File: src/design/wsd_pkg.sv
// Package: shared types, constants and helpers for the WebSocket frame deframer.
`timescale 1ns / 1ps

package wsd_pkg;

    localparam int BUFFER_BYTES = 1024;
    localparam int CNT_W        = $clog2(BUFFER_BYTES + 1);
    localparam int MLEN_W       = 11;
    localparam int LEN_W        = 64;

    localparam logic [CNT_W-1:0] BUF_LIMIT = CNT_W'(BUFFER_BYTES);

    localparam logic [3:0] OP_CONT   = 4'h0;
    localparam logic [3:0] OP_BINARY = 4'h2;

    localparam logic [6:0] LEN7_EXT16 = 7'd126;
    localparam logic [6:0] LEN7_EXT64 = 7'd127;

    typedef enum logic [1:0] {
        ERR_NONE      = 2'd0,
        ERR_OPCODE    = 2'd1,
        ERR_TOO_LARGE = 2'd2
    } err_t;

    typedef enum logic [2:0] {
        PH_HDR,
        PH_LEN,
        PH_L16,
        PH_L16B,
        PH_L64,
        PH_MASK,
        PH_PAY
    } phase_t;

    typedef struct packed {
        logic [7:0]        payload_byte;
        logic              byte_valid;
        logic              frame_end;
        logic [MLEN_W-1:0] message_length;
        logic              final_flag;
        logic [3:0]        frame_opcode;
        err_t              error_code;
    } result_t;

    function automatic logic [MLEN_W-1:0] to_mlen(input logic [CNT_W-1:0] c);
        logic [31:0] w;
        w = 32'(c);
        return w[MLEN_W-1:0];
    endfunction

endpackage

File: src/design/wsd_parser.sv
// Frame header parser and payload unmasking, one received byte per transaction.
`timescale 1ns / 1ps

module wsd_parser (
    input  logic                aclk,
    input  logic                aresetn,
    input  logic                step,
    input  logic [7:0]          rx_byte,
    input  logic                restart,
    output logic                res_valid,
    output wsd_pkg::result_t    res
);

    wsd_pkg::phase_t              phase_reg, phase_next;
    logic [2:0]                   sub_reg, sub_next;
    logic [wsd_pkg::LEN_W-1:0]    len_reg, len_next;
    logic [wsd_pkg::LEN_W-1:0]    rem_reg, rem_next;
    logic [1:0]                   idx_reg, idx_next;
    logic                         masked_reg, masked_next;
    logic [7:0]                   key_reg [4];
    logic [7:0]                   key_next [4];
    logic [3:0]                   opcode_reg, opcode_next;
    logic                         fin_reg, fin_next;
    logic [wsd_pkg::CNT_W-1:0]    count_reg, count_next;

    logic                         hdr_done;
    logic [wsd_pkg::CNT_W-1:0]    cnt_inc;
    logic [wsd_pkg::CNT_W-1:0]    cnt_base;
    logic [7:0]                   unmasked;

    always_comb begin
        phase_next  = phase_reg;
        sub_next    = sub_reg;
        len_next    = len_reg;
        rem_next    = rem_reg;
        idx_next    = idx_reg;
        masked_next = masked_reg;
        key_next    = key_reg;
        opcode_next = opcode_reg;
        fin_next    = fin_reg;
        count_next  = count_reg;
        hdr_done    = 1'b0;
        res_valid   = 1'b0;
        cnt_inc     = count_reg + wsd_pkg::CNT_W'(1);
        cnt_base    = '0;
        unmasked    = rx_byte ^ (masked_reg ? key_reg[idx_reg] : 8'h00);

        res.payload_byte   = '0;
        res.byte_valid     = 1'b0;
        res.frame_end      = 1'b0;
        res.message_length = '0;
        res.final_flag     = fin_reg;
        res.frame_opcode   = opcode_reg;
        res.error_code     = wsd_pkg::ERR_NONE;

        unique case (phase_reg)
            wsd_pkg::PH_LEN: begin
                masked_next = rx_byte[7];
                if (rx_byte[6:0] == wsd_pkg::LEN7_EXT16) begin
                    phase_next = wsd_pkg::PH_L16;
                end else if (rx_byte[6:0] == wsd_pkg::LEN7_EXT64) begin
                    len_next   = '0;
                    sub_next   = '0;
                    phase_next = wsd_pkg::PH_L64;
                end else begin
                    len_next = wsd_pkg::LEN_W'(rx_byte[6:0]);
                    if (rx_byte[7]) begin
                        sub_next   = '0;
                        phase_next = wsd_pkg::PH_MASK;
                    end else begin
                        hdr_done = 1'b1;
                    end
                end
            end
            wsd_pkg::PH_L16: begin
                len_next   = {{(wsd_pkg::LEN_W-16){1'b0}}, rx_byte, 8'h00};
                phase_next = wsd_pkg::PH_L16B;
            end
            wsd_pkg::PH_L16B: begin
                len_next = len_reg | wsd_pkg::LEN_W'(rx_byte);
                if (masked_reg) begin
                    sub_next   = '0;
                    phase_next = wsd_pkg::PH_MASK;
                end else begin
                    hdr_done = 1'b1;
                end
            end
            wsd_pkg::PH_L64: begin
                len_next = {len_reg[wsd_pkg::LEN_W-9:0], rx_byte};
                if (sub_reg == 3'd7) begin
                    if (masked_reg) begin
                        sub_next   = '0;
                        phase_next = wsd_pkg::PH_MASK;
                    end else begin
                        hdr_done = 1'b1;
                    end
                end else begin
                    sub_next = sub_reg + 3'd1;
                end
            end
            wsd_pkg::PH_MASK: begin
                key_next[sub_reg[1:0]] = rx_byte;
                if (sub_reg[1:0] == 2'd3) begin
                    hdr_done = 1'b1;
                end else begin
                    sub_next = sub_reg + 3'd1;
                end
            end
            wsd_pkg::PH_PAY: begin
                idx_next         = idx_reg + 2'd1;
                rem_next         = rem_reg - wsd_pkg::LEN_W'(1);
                count_next       = cnt_inc;
                res_valid        = 1'b1;
                res.payload_byte = unmasked;
                res.byte_valid   = 1'b1;
                if (rem_reg == wsd_pkg::LEN_W'(1)) begin
                    res.frame_end      = 1'b1;
                    res.message_length = wsd_pkg::to_mlen(cnt_inc);
                    phase_next         = wsd_pkg::PH_HDR;
                end else if (cnt_inc >= wsd_pkg::BUF_LIMIT) begin
                    res.error_code = wsd_pkg::ERR_TOO_LARGE;
                    count_next     = '0;
                    phase_next     = wsd_pkg::PH_HDR;
                end
            end
            default: begin
                fin_next    = rx_byte[7];
                opcode_next = rx_byte[3:0];
                phase_next  = wsd_pkg::PH_LEN;
            end
        endcase

        if (hdr_done) begin
            idx_next = '0;
            rem_next = len_next;
            if (opcode_reg != wsd_pkg::OP_CONT && opcode_reg != wsd_pkg::OP_BINARY) begin
                res_valid      = 1'b1;
                res.error_code = wsd_pkg::ERR_OPCODE;
                count_next     = '0;
                phase_next     = wsd_pkg::PH_HDR;
            end else begin
                cnt_base   = (opcode_reg == wsd_pkg::OP_BINARY) ? '0 : count_reg;
                count_next = cnt_base;
                if (len_next == '0) begin
                    res_valid          = 1'b1;
                    res.frame_end      = 1'b1;
                    res.message_length = wsd_pkg::to_mlen(cnt_base);
                    phase_next         = wsd_pkg::PH_HDR;
                end else if (cnt_base >= wsd_pkg::BUF_LIMIT) begin
                    res_valid      = 1'b1;
                    res.error_code = wsd_pkg::ERR_TOO_LARGE;
                    count_next     = '0;
                    phase_next     = wsd_pkg::PH_HDR;
                end else begin
                    phase_next = wsd_pkg::PH_PAY;
                end
            end
        end

        if (restart) begin
            res_valid = 1'b0;
        end
    end

    always_ff @(posedge aclk) begin
        if (!aresetn || (step && restart)) begin
            phase_reg  <= wsd_pkg::PH_HDR;
            sub_reg    <= '0;
            len_reg    <= '0;
            rem_reg    <= '0;
            idx_reg    <= '0;
            masked_reg <= 1'b0;
            key_reg    <= '{default: 8'h00};
            opcode_reg <= '0;
            fin_reg    <= 1'b0;
            count_reg  <= '0;
        end else if (step) begin
            phase_reg  <= phase_next;
            sub_reg    <= sub_next;
            len_reg    <= len_next;
            rem_reg    <= rem_next;
            idx_reg    <= idx_next;
            masked_reg <= masked_next;
            key_reg    <= key_next;
            opcode_reg <= opcode_next;
            fin_reg    <= fin_next;
            count_reg  <= count_next;
        end
    end

endmodule

File: src/design/websocket_frame_deframer.sv
// Top level: WebSocket frame deframer with registered result channel.
`timescale 1ns / 1ps

// One received byte is taken per transaction and a new byte can be accepted in
// every cycle. Each byte is parsed in the cycle it is accepted and its result,
// if any, appears on the m_ channel in the next cycle from a single output
// register; s_ready stays high while that register is empty or being drained,
// so throughput is one byte per cycle whenever the sink keeps m_ready high.
// Header bytes produce no result, except that the last one reports a
// zero-length frame end or an error when there is one. A restart transaction
// returns the parser to the header start and produces no result.
module websocket_frame_deframer (
    input  logic                        aclk,
    input  logic                        aresetn,
    input  logic                        s_valid,
    output logic                        s_ready,
    input  logic [7:0]                  s_rx_byte,
    input  logic                        s_restart,
    output logic                        m_valid,
    input  logic                        m_ready,
    output logic [7:0]                  m_payload_byte,
    output logic                        m_byte_valid,
    output logic                        m_frame_end,
    output logic [wsd_pkg::MLEN_W-1:0]  m_message_length,
    output logic                        m_final_flag,
    output logic [3:0]                  m_frame_opcode,
    output logic [1:0]                  m_error_code
);

    logic              step;
    logic              res_valid;
    wsd_pkg::result_t  res;
    wsd_pkg::result_t  out_reg;
    logic              out_valid_reg;

    assign s_ready = !out_valid_reg || m_ready;
    assign step    = s_valid && s_ready;

    wsd_parser u_parser (
        .aclk      (aclk),
        .aresetn   (aresetn),
        .step      (step),
        .rx_byte   (s_rx_byte),
        .restart   (s_restart),
        .res_valid (res_valid),
        .res       (res)
    );

    always_ff @(posedge aclk) begin
        if (!aresetn) begin
            out_valid_reg <= 1'b0;
        end else if (step && res_valid) begin
            out_valid_reg <= 1'b1;
        end else if (m_ready) begin
            out_valid_reg <= 1'b0;
        end
    end

    always_ff @(posedge aclk) begin
        if (step && res_valid) begin
            out_reg <= res;
        end
    end

    assign m_valid          = out_valid_reg;
    assign m_payload_byte   = out_reg.payload_byte;
    assign m_byte_valid     = out_reg.byte_valid;
    assign m_frame_end      = out_reg.frame_end;
    assign m_message_length = out_reg.message_length;
    assign m_final_flag     = out_reg.final_flag;
    assign m_frame_opcode   = out_reg.frame_opcode;
    assign m_error_code     = out_reg.error_code;

endmodule
File: config.mk
export PLATFORM = sky130hd
export DESIGN_NAME = websocket_frame_deframer
export DESIGN_NICKNAME = d
export VERILOG_FILES = /design/src/design/wsd_pkg.sv /design/src/design/wsd_parser.sv /design/src/design/websocket_frame_deframer.sv
export SDC_FILE = /design/constraint.sdc
export NUM_CORES = 1
export LEC_CHECK = 0
export BUFFER_PORTS_ARGS = -buffer_cell sky130_fd_sc_hd__buf_2
export CAP_MARGIN = 0
export CORE_UTILIZATION = 54
export DETAILED_ROUTE_END_ITERATION = 16
export PLACE_DENSITY_LB_ADDON = 0.05
export RECOVER_POWER = 100
export SYNTH_ARGS = -nofsm -noshare
export SYNTH_HDL_FRONTEND = slang
export SYNTH_SLANG_ARGS = --single-unit
File: constraint.sdc
create_clock -name aclk -period 6.4 [get_ports aclk]
set_input_delay 1.92 -clock aclk [delete_from_list [all_inputs] [get_ports aclk]]
set_output_delay 1.92 -clock aclk [all_outputs]
set_load 0.02 [all_outputs]
======== After elaboration in Yosys (flattened, before gate mapping) ========
Index checks and enable logic that the tools add are counted.
operators by class
  add/subtract/negate cells ............... 4
  $mul .................................... 0
  div/mod/pow operators ................... 0
  magnitude comparators ................... 5
  equality and inequality tests ........... 20
  shifts and indexed selects .............. 0
  multiplexer cells ....................... 68
  bitwise gates (word level) .............. 5
  reduce and logical (&&, ||, !) cells .... 21
operators with widths
  cell                                                                  number
  64-bit one-hot mux with 4 select lines                                1
  64-bit 2-to-1 mux                                                     3
  11-bit 2-to-1 mux                                                     8
  64-bit by 1-bit == test with 1-bit output, second input constant      1
  64-bit logical NOT                                                    1
  64-bit by 8-bit bitwise OR with 64-bit output                         1
  64-bit by 1-bit subtractor with 64-bit output, second input constant  1
  3-bit 2-to-1 mux                                                      17
  12-bit 2-to-1 mux                                                     4
  32-bit bitwise mux                                                    1
  8-bit 2-to-1 mux                                                      4
  11-bit greater-or-equal comparator, second input constant             2
  2-bit 2-to-1 mux                                                      9
  3-bit one-hot mux with 6 select lines                                 1
  8-bit binary-select mux with 2-bit select                             1
  8-bit demux with 2-bit select                                         1
  7-bit == test, second input constant                                  2
  1-bit 2-to-1 mux                                                      14
  13-bit 2-to-1 mux                                                     1
  3-bit == test, second input constant                                  4
  3-bit one-hot mux with 4 select lines                                 1
  11-bit by 1-bit adder with 11-bit output, second input constant       1
  5-bit AND reduction                                                   2
  2-bit AND reduction                                                   4
  26 further kinds                                                      38
storage, ports and cells
  register bits ........................... 214
  latch bits .............................. 0
  RAM bits ................................ 0
  bits in read-only memories .............. 0
  memories ................................ 0

======== Longest topological paths before layout ========
  depth after elaboration ................. 11
  depth in mapped cells ................... 13
  depth with buffers taken out ............ 10

======== Modules after synthesis ========
From an unflattened synthesis, not the netlist that was laid out.
unflattened totals
  cell total of the unflattened synthesis .. 1447
  area total of the unflattened synthesis .. 11654.9 um^2
modules (own cells, without submodules)
  module                    times used  cells an instance  area each (um^2)  sequential area each (um^2)
  wsd_parser                1           1413               10742.8           3703.6
  websocket_frame_deframer  1           34                 912.1             860.8

======== Worst setup path before layout ========
OpenSTA, ideal clock, no wires.
  path type ............................... input port to flip-flop
  start ................................... input s_rx_byte[5]
  end ..................................... register out_reg, in the netlist m_byte_valid (enable)
  library setup time ...................... 412 ps
  arrival ................................. 5076 ps
  required time ........................... 5988 ps
  setup slack ............................. 912 ps
  stages .................................. 9
  buffers on the path ..................... 2
  cell sequence ........................... clkbuf_1 -> nand2_1 -> nor4_1 -> buf_2 -> a221oi_1 -> nand4_1 -> or4_4 -> or2_4 -> a211oi_2
on the way
  word-level cells in the longest chain between the ends .. 10
ends and longest elaborated chain
  item                                    line                            source
  start, declared                         websocket_frame_deframer.sv:17  input logic [7:0] s_rx_byte,
  7-bit == test                           wsd_parser.sv:61                end else if (rx_byte[6:0] == wsd_pkg::LEN7_EXT64) begin
  7-bit 2-to-1 mux                        wsd_parser.sv:61
  64-bit 2-to-1 mux                       wsd_parser.sv:59                if (rx_byte[6:0] == wsd_pkg::LEN7_EXT16) begin
  64-bit one-hot mux with 4 select lines  wsd_parser.sv:56                unique case (phase_reg)
  64-bit logical NOT                      wsd_parser.sv:144               if (len_next == '0) begin
  1-bit 2-to-1 mux                        wsd_parser.sv:144
  1-bit 2-to-1 mux                        wsd_parser.sv:136               if (opcode_reg != wsd_pkg::OP_CONT && opcode_reg != wsd_pkg::OP_BINARY) begin
  1-bit 2-to-1 mux (*)                    wsd_parser.sv:133               if (hdr_done) begin
  1-bit 2-to-1 mux (*)                    wsd_parser.sv:160               if (restart) begin
  1-bit logical AND (*)                   websocket_frame_deframer.sv:60  if (step && res_valid) begin
  end signal, assigned                    websocket_frame_deframer.sv:61  out_reg <= res;
  end, declared                           websocket_frame_deframer.sv:33  wsd_pkg::result_t out_reg;
Mark *: on every way between the ends. The rest lies on a longest branch, timed or not.
A chain may end at the register's enable or synchronous reset.

======== Worst setup path in the final report ========
  start ................................... input s_rx_byte[2]
  end ..................................... register u_parser.rem_reg[9] in the netlist's numbering
on the way
  word-level cells in the longest chain between the ends .. 6
ends and longest elaborated chain
  item                                   line               source
  7-bit == test                          wsd_parser.sv:61
  1-bit 2-to-1 mux                       wsd_parser.sv:61
  1-bit 2-to-1 mux                       wsd_parser.sv:59
  1-bit one-hot mux with 4 select lines  wsd_parser.sv:56
  2-bit nonzero test (no source line)    -
  2-bit AND reduction (no source line)   -
  end signal, assigned                   wsd_parser.sv:181  rem_reg <= rem_next;
  end, declared                          wsd_parser.sv:17   logic [wsd_pkg::LEN_W-1:0] rem_reg, rem_next;
Several ways; a longest one is shown, not always the timed one.

==> impl_summary.md <==
Synth
For this run, the leading register cell type out of synthesis is sky130_fd_sc_hd__dfxtp_1. Ranked by total cell area, the synthesized netlist is headed by sky130_fd_sc_hd__dfxtp_1 (33%), sky130_fd_sc_hd__edfxtp_1 (7.3%), sky130_fd_sc_hd__nor2_1 (6.1%), sky130_fd_sc_hd__a21oi_1 (5.9%), sky130_fd_sc_hd__nand2_1 (4.7%). The largest area contributor in the netlist is sky130_fd_sc_hd__dfxtp_1.

The post-synthesis net count is 1465. The average instance in the mapped netlist occupies 7.92 um^2. By instance count, the leading cell after synthesis is sky130_fd_sc_hd__dfxtp_1. By count the netlist is led by sky130_fd_sc_hd__dfxtp_1 (186), sky130_fd_sc_hd__nor2_1 (185), sky130_fd_sc_hd__nand2_1 (142), sky130_fd_sc_hd__a21oi_1 (135), sky130_fd_sc_hd__clkbuf_1 (92). Of the post-synthesis cell area, the dominant cell type holds 0.325. The synthesized design contains 28 enable-type register cells. Of all flip-flops after synthesis, the portion carrying an async set or reset was 0.

The post-synthesis sequential area ratio is 0.399. The cell area after technology mapping is 11400 um^2. The Yosys step of the flow raised 0 warnings. Yosys mapped the design onto 76 distinct sky130hd cell types. Synthesis produced 1444 cells. The total of flip-flops plus latches after synthesis is 214.

CTS
The clock insertion delay at the later pin of the skew report is 0.52 ns. In this run the number of H-tree levels came out at 1. Once the clock tree was built, the setup fixing pass inserted 0 buffers.

The count of instances resized after the clock tree is built is 0. The total of hold buffers inserted after clock tree synthesis is 0. The number of sinks handled by clock tree synthesis is 214. Clock-pin slew was measured on the worst setup and hold paths at 0.06 ns. The TritonCTS clock tree is yes. The number of buffers inserted during clock tree synthesis is 24.

The clock passes through at most 3 buffers. Clock tree synthesis selected as its root buffer the cell sky130_fd_sc_hd__clkbuf_16.

Critical path
The startpoint kind of the worst setup timing path is an input port. The critical path buffer and inverter count is 2. Traced cell by cell, the critical path runs through clkbuf_1 -> nand4_1 -> o21bai_1 -> o21a_1 -> or2_4 -> clkbuf_2 -> nor2_1 -> o21ai_0 -> a21oi_1. For this run, the slowest stage of the critical path takes 1.16 ns. The critical path's slowest cell is sky130_fd_sc_hd__clkbuf_2. The startpoint identified for the worst register-to-register timing path is u_parser.phase_reg[0]. The critical path data arrival time is 5.71 ns. The class of the most critical setup path is in -> reg. The kind of cell adding the most delay to the critical path is buffers and inverters.

The depth of the worst register-to-register path is 9. The worst setup path is captured at a flip-flop. The setup slack of the worst register-to-register path is 1.70 ns.

For the worst setup path, the data required time is 6.67 ns. The maximum fanout along the worst path is 75. The capture instance of the worst register-to-register path is m_payload_byte[0]. The critical path runs through a total of 9 cells.

Die
Measured along the y axis, the die boundary spans 148 um. From left edge to right edge, the die measures 148 um. After floorplanning, the core was sized to cover 20500 um^2. For this configuration, the core starts out at a cell density of 0.558.

The total number of placement rows is 52. The I/O pin count is 43. The floorplan step defined a die boundary enclosing 21800 um^2.

Detailed routing
In the final routed layout, each cell accounts on average for 20.4 um. The total detailed-routing wirelength is 34.6 mm. The total iterations of the first detailed-routing run is 6.

The violation count after the first detailed-routing iteration is 1280. The detail-routed via count per cell is 6.55. The total number of vias is 11122. The detail route stage leaves a number of antenna-violating nets equal to 0. After detailed routing, the number of remaining DRC violations is 0.

Run status
The run finished, with violations left. The checks that failed: max-capacitance violations, max-slew violations.

Power and ir drop
The fraction of power consumed by sequential logic is 0.397. Summed over all cells, the static leakage comes to 4.22 nW. Of the total power, combinational logic draws 0.227. The switching share of total power is 0.318. The proportion of power drawn by the clock network is 0.376. VDD sags by at most 205 uV. Dividing total power by cell area gives a power density of 291 nW/um^2. The switching power total is 0.00115 W. The internal cell power is 0.00247 W.

Timing
The share of the cycle needed by the critical path after routing is 0.850. Setup repair after global routing left no endpoint under its margin. The measured slew at the worst slew-check pin is 2.80 ns.

On the final layout, the worst hold slack is 0.453 ns. The headroom to the max-slew limit is -0.868. Setup violations remaining at the end of the flow were counted as 0. The setup total negative slack is 0 ns. The minimum period implied by the final worst setup slack is 5.44 ns. The maximum clock rate is 0.184 GHz. The number of hold violations in the final report is 0. The clock skew after layout is 0.0168 ns. The number of max-slew violations in the final report came to 205.

Job
The number of maximum-capacitance constraint violations is 2.

Global route
The via count of the first global-routing pass was 9997. The number of antenna violations at the first check in global routing was 2. In the global route stage, overall resource usage came out at 0.315. The first global-routing pass estimated 55.2 mm of wire. The maximum number of pins on one net before global-route repair is 129. Global routing finished with a remaining overflow of 0.

Place
The post-DP HPWL is 23.1 mm. The routability-driven placement congestion ratio is 0.901. The number of port buffers is 42.

Cells and area
The final core utilization is 0.606. Registers take 4560 um^2. After the last flow step, the layout net total stands at 1433. The fill cell instance count of the final layout is 1877. The layout overhead on the synthesized area is 8.64%. Summing all multi-input logic gate instances after layout gives 6390 um^2.

The count of inserted antenna diode cells is 0. In the final layout, the share of cells above drive strength 1 is 0.0693.

Min path
The startpoint of the worst hold path is u_parser.key_reg[0]. The number of cells traversed by the worst hold path is 2. The hold-critical path endpoint is u_parser.key_reg[0]. The path category of the worst min-delay check is reg -> reg.
==> layout make-up <==
| cell class | instances | share of cell area |
|---|---|---|
| multi-input combinational | 1094 | 0.514 |
| sequential | 214 | 0.367 |
| clock buffer | 39 | 0.0610 |
| tap | 270 | 0.0272 |
| timing repair buffer | 59 | 0.0230 |
| inverter | 19 | 0.00574 |
| clock inverter | 4 | 0.00201 |
==> kinds of logic (layout without fill, tap and decap cells) <==
family,Yosys count,count (layout),synth area share
simple gates,590,590,0.252
compound gates,469,469,0.261
flops,214,214,0.399
buf+inv,136,121,0.0481
mux,16,16,0.0227
xor+xnor,10,10,0.00766
fa+ha+maj,9,9,0.00973
==> cell usage in the layout, fill, tap and decap left out, drive strengths merged, types with 17 or more instances in the layout <==
| cell | synthesis | routed |
|---|---|---|
| a211oi | 49 | 49 |
| a21oi | 136 | 136 |
| a22oi | 67 | 67 |
| a31oi | 22 | 22 |
| clkbuf | 92 | 83 |
| dfxtp | 186 | 186 |
| edfxtp | 28 | 28 |
| inv | 19 | 20 |
| nand2 | 142 | 142 |
| nand3 | 59 | 59 |
| nor2 | 186 | 186 |
| nor3 | 60 | 60 |
| nor4 | 27 | 27 |
| o21ai | 96 | 96 |
| o22ai | 17 | 17 |
| or3 | 18 | 18 |
==> layer usage <==
layer  wire (um)  GRT usage
met5          13          0
met4         695     0.0814
met2       15300      0.477
met1       15700      0.463
met3        2810     0.0515
==> per-stage QoR <==
stage          instances  total power (W)  area [um^2]  setup slack [ns]
6_report            1699          0.00362        12400             0.960
5_1_grt             1699          0.00378        12400             0.768
4_1_cts             1699          0.00362        12500              1.75
3_5_place_dp        1656          0.00227        11700              1.20
3_3_place_gp        1656          0.00227        11700              1.28
2_1_floorplan       1444          0.00206        11400             0.912
==> power groups by stage <==
stage	Combinational [W]	Sequential, W	Clock (W)
after floorplan	0.000609	0.00145	0
after global placement	0.000804	0.00147	0
after detailed placement	0.000808	0.00147	0
after CTS	0.000811	0.00144	0.00138
after global routing	0.000904	0.00144	0.00144
final	0.000821	0.00144	0.00136
==> worst max-delay path by stage <==
stage | endpoint | slack (ns) | start
final | u_parser.rem_reg[9] | 0.96 | s_rx_byte[2]
after global routing | u_parser.rem_reg[12] | 0.77 | s_rx_byte[1]
after CTS | u_parser.count_reg[9] | 1.75 | s_rx_byte[2]
after detailed placement | u_parser.count_reg[9] | 1.20 | s_rx_byte[3]
after global placement | m_payload_byte[7] | 1.28 | s_rx_byte[3]
after floorplan | m_byte_valid | 0.91 | s_rx_byte[5]
==> tightest hold or removal path, stage by stage, from the launching register on <==
cell                      delay (ns)
sky130_fd_sc_hd__dfxtp_1        0.31
sky130_fd_sc_hd__nand2_1        0.05
sky130_fd_sc_hd__a21oi_1        0.05
Note: power is estimated with default switching activity, not from simulation.
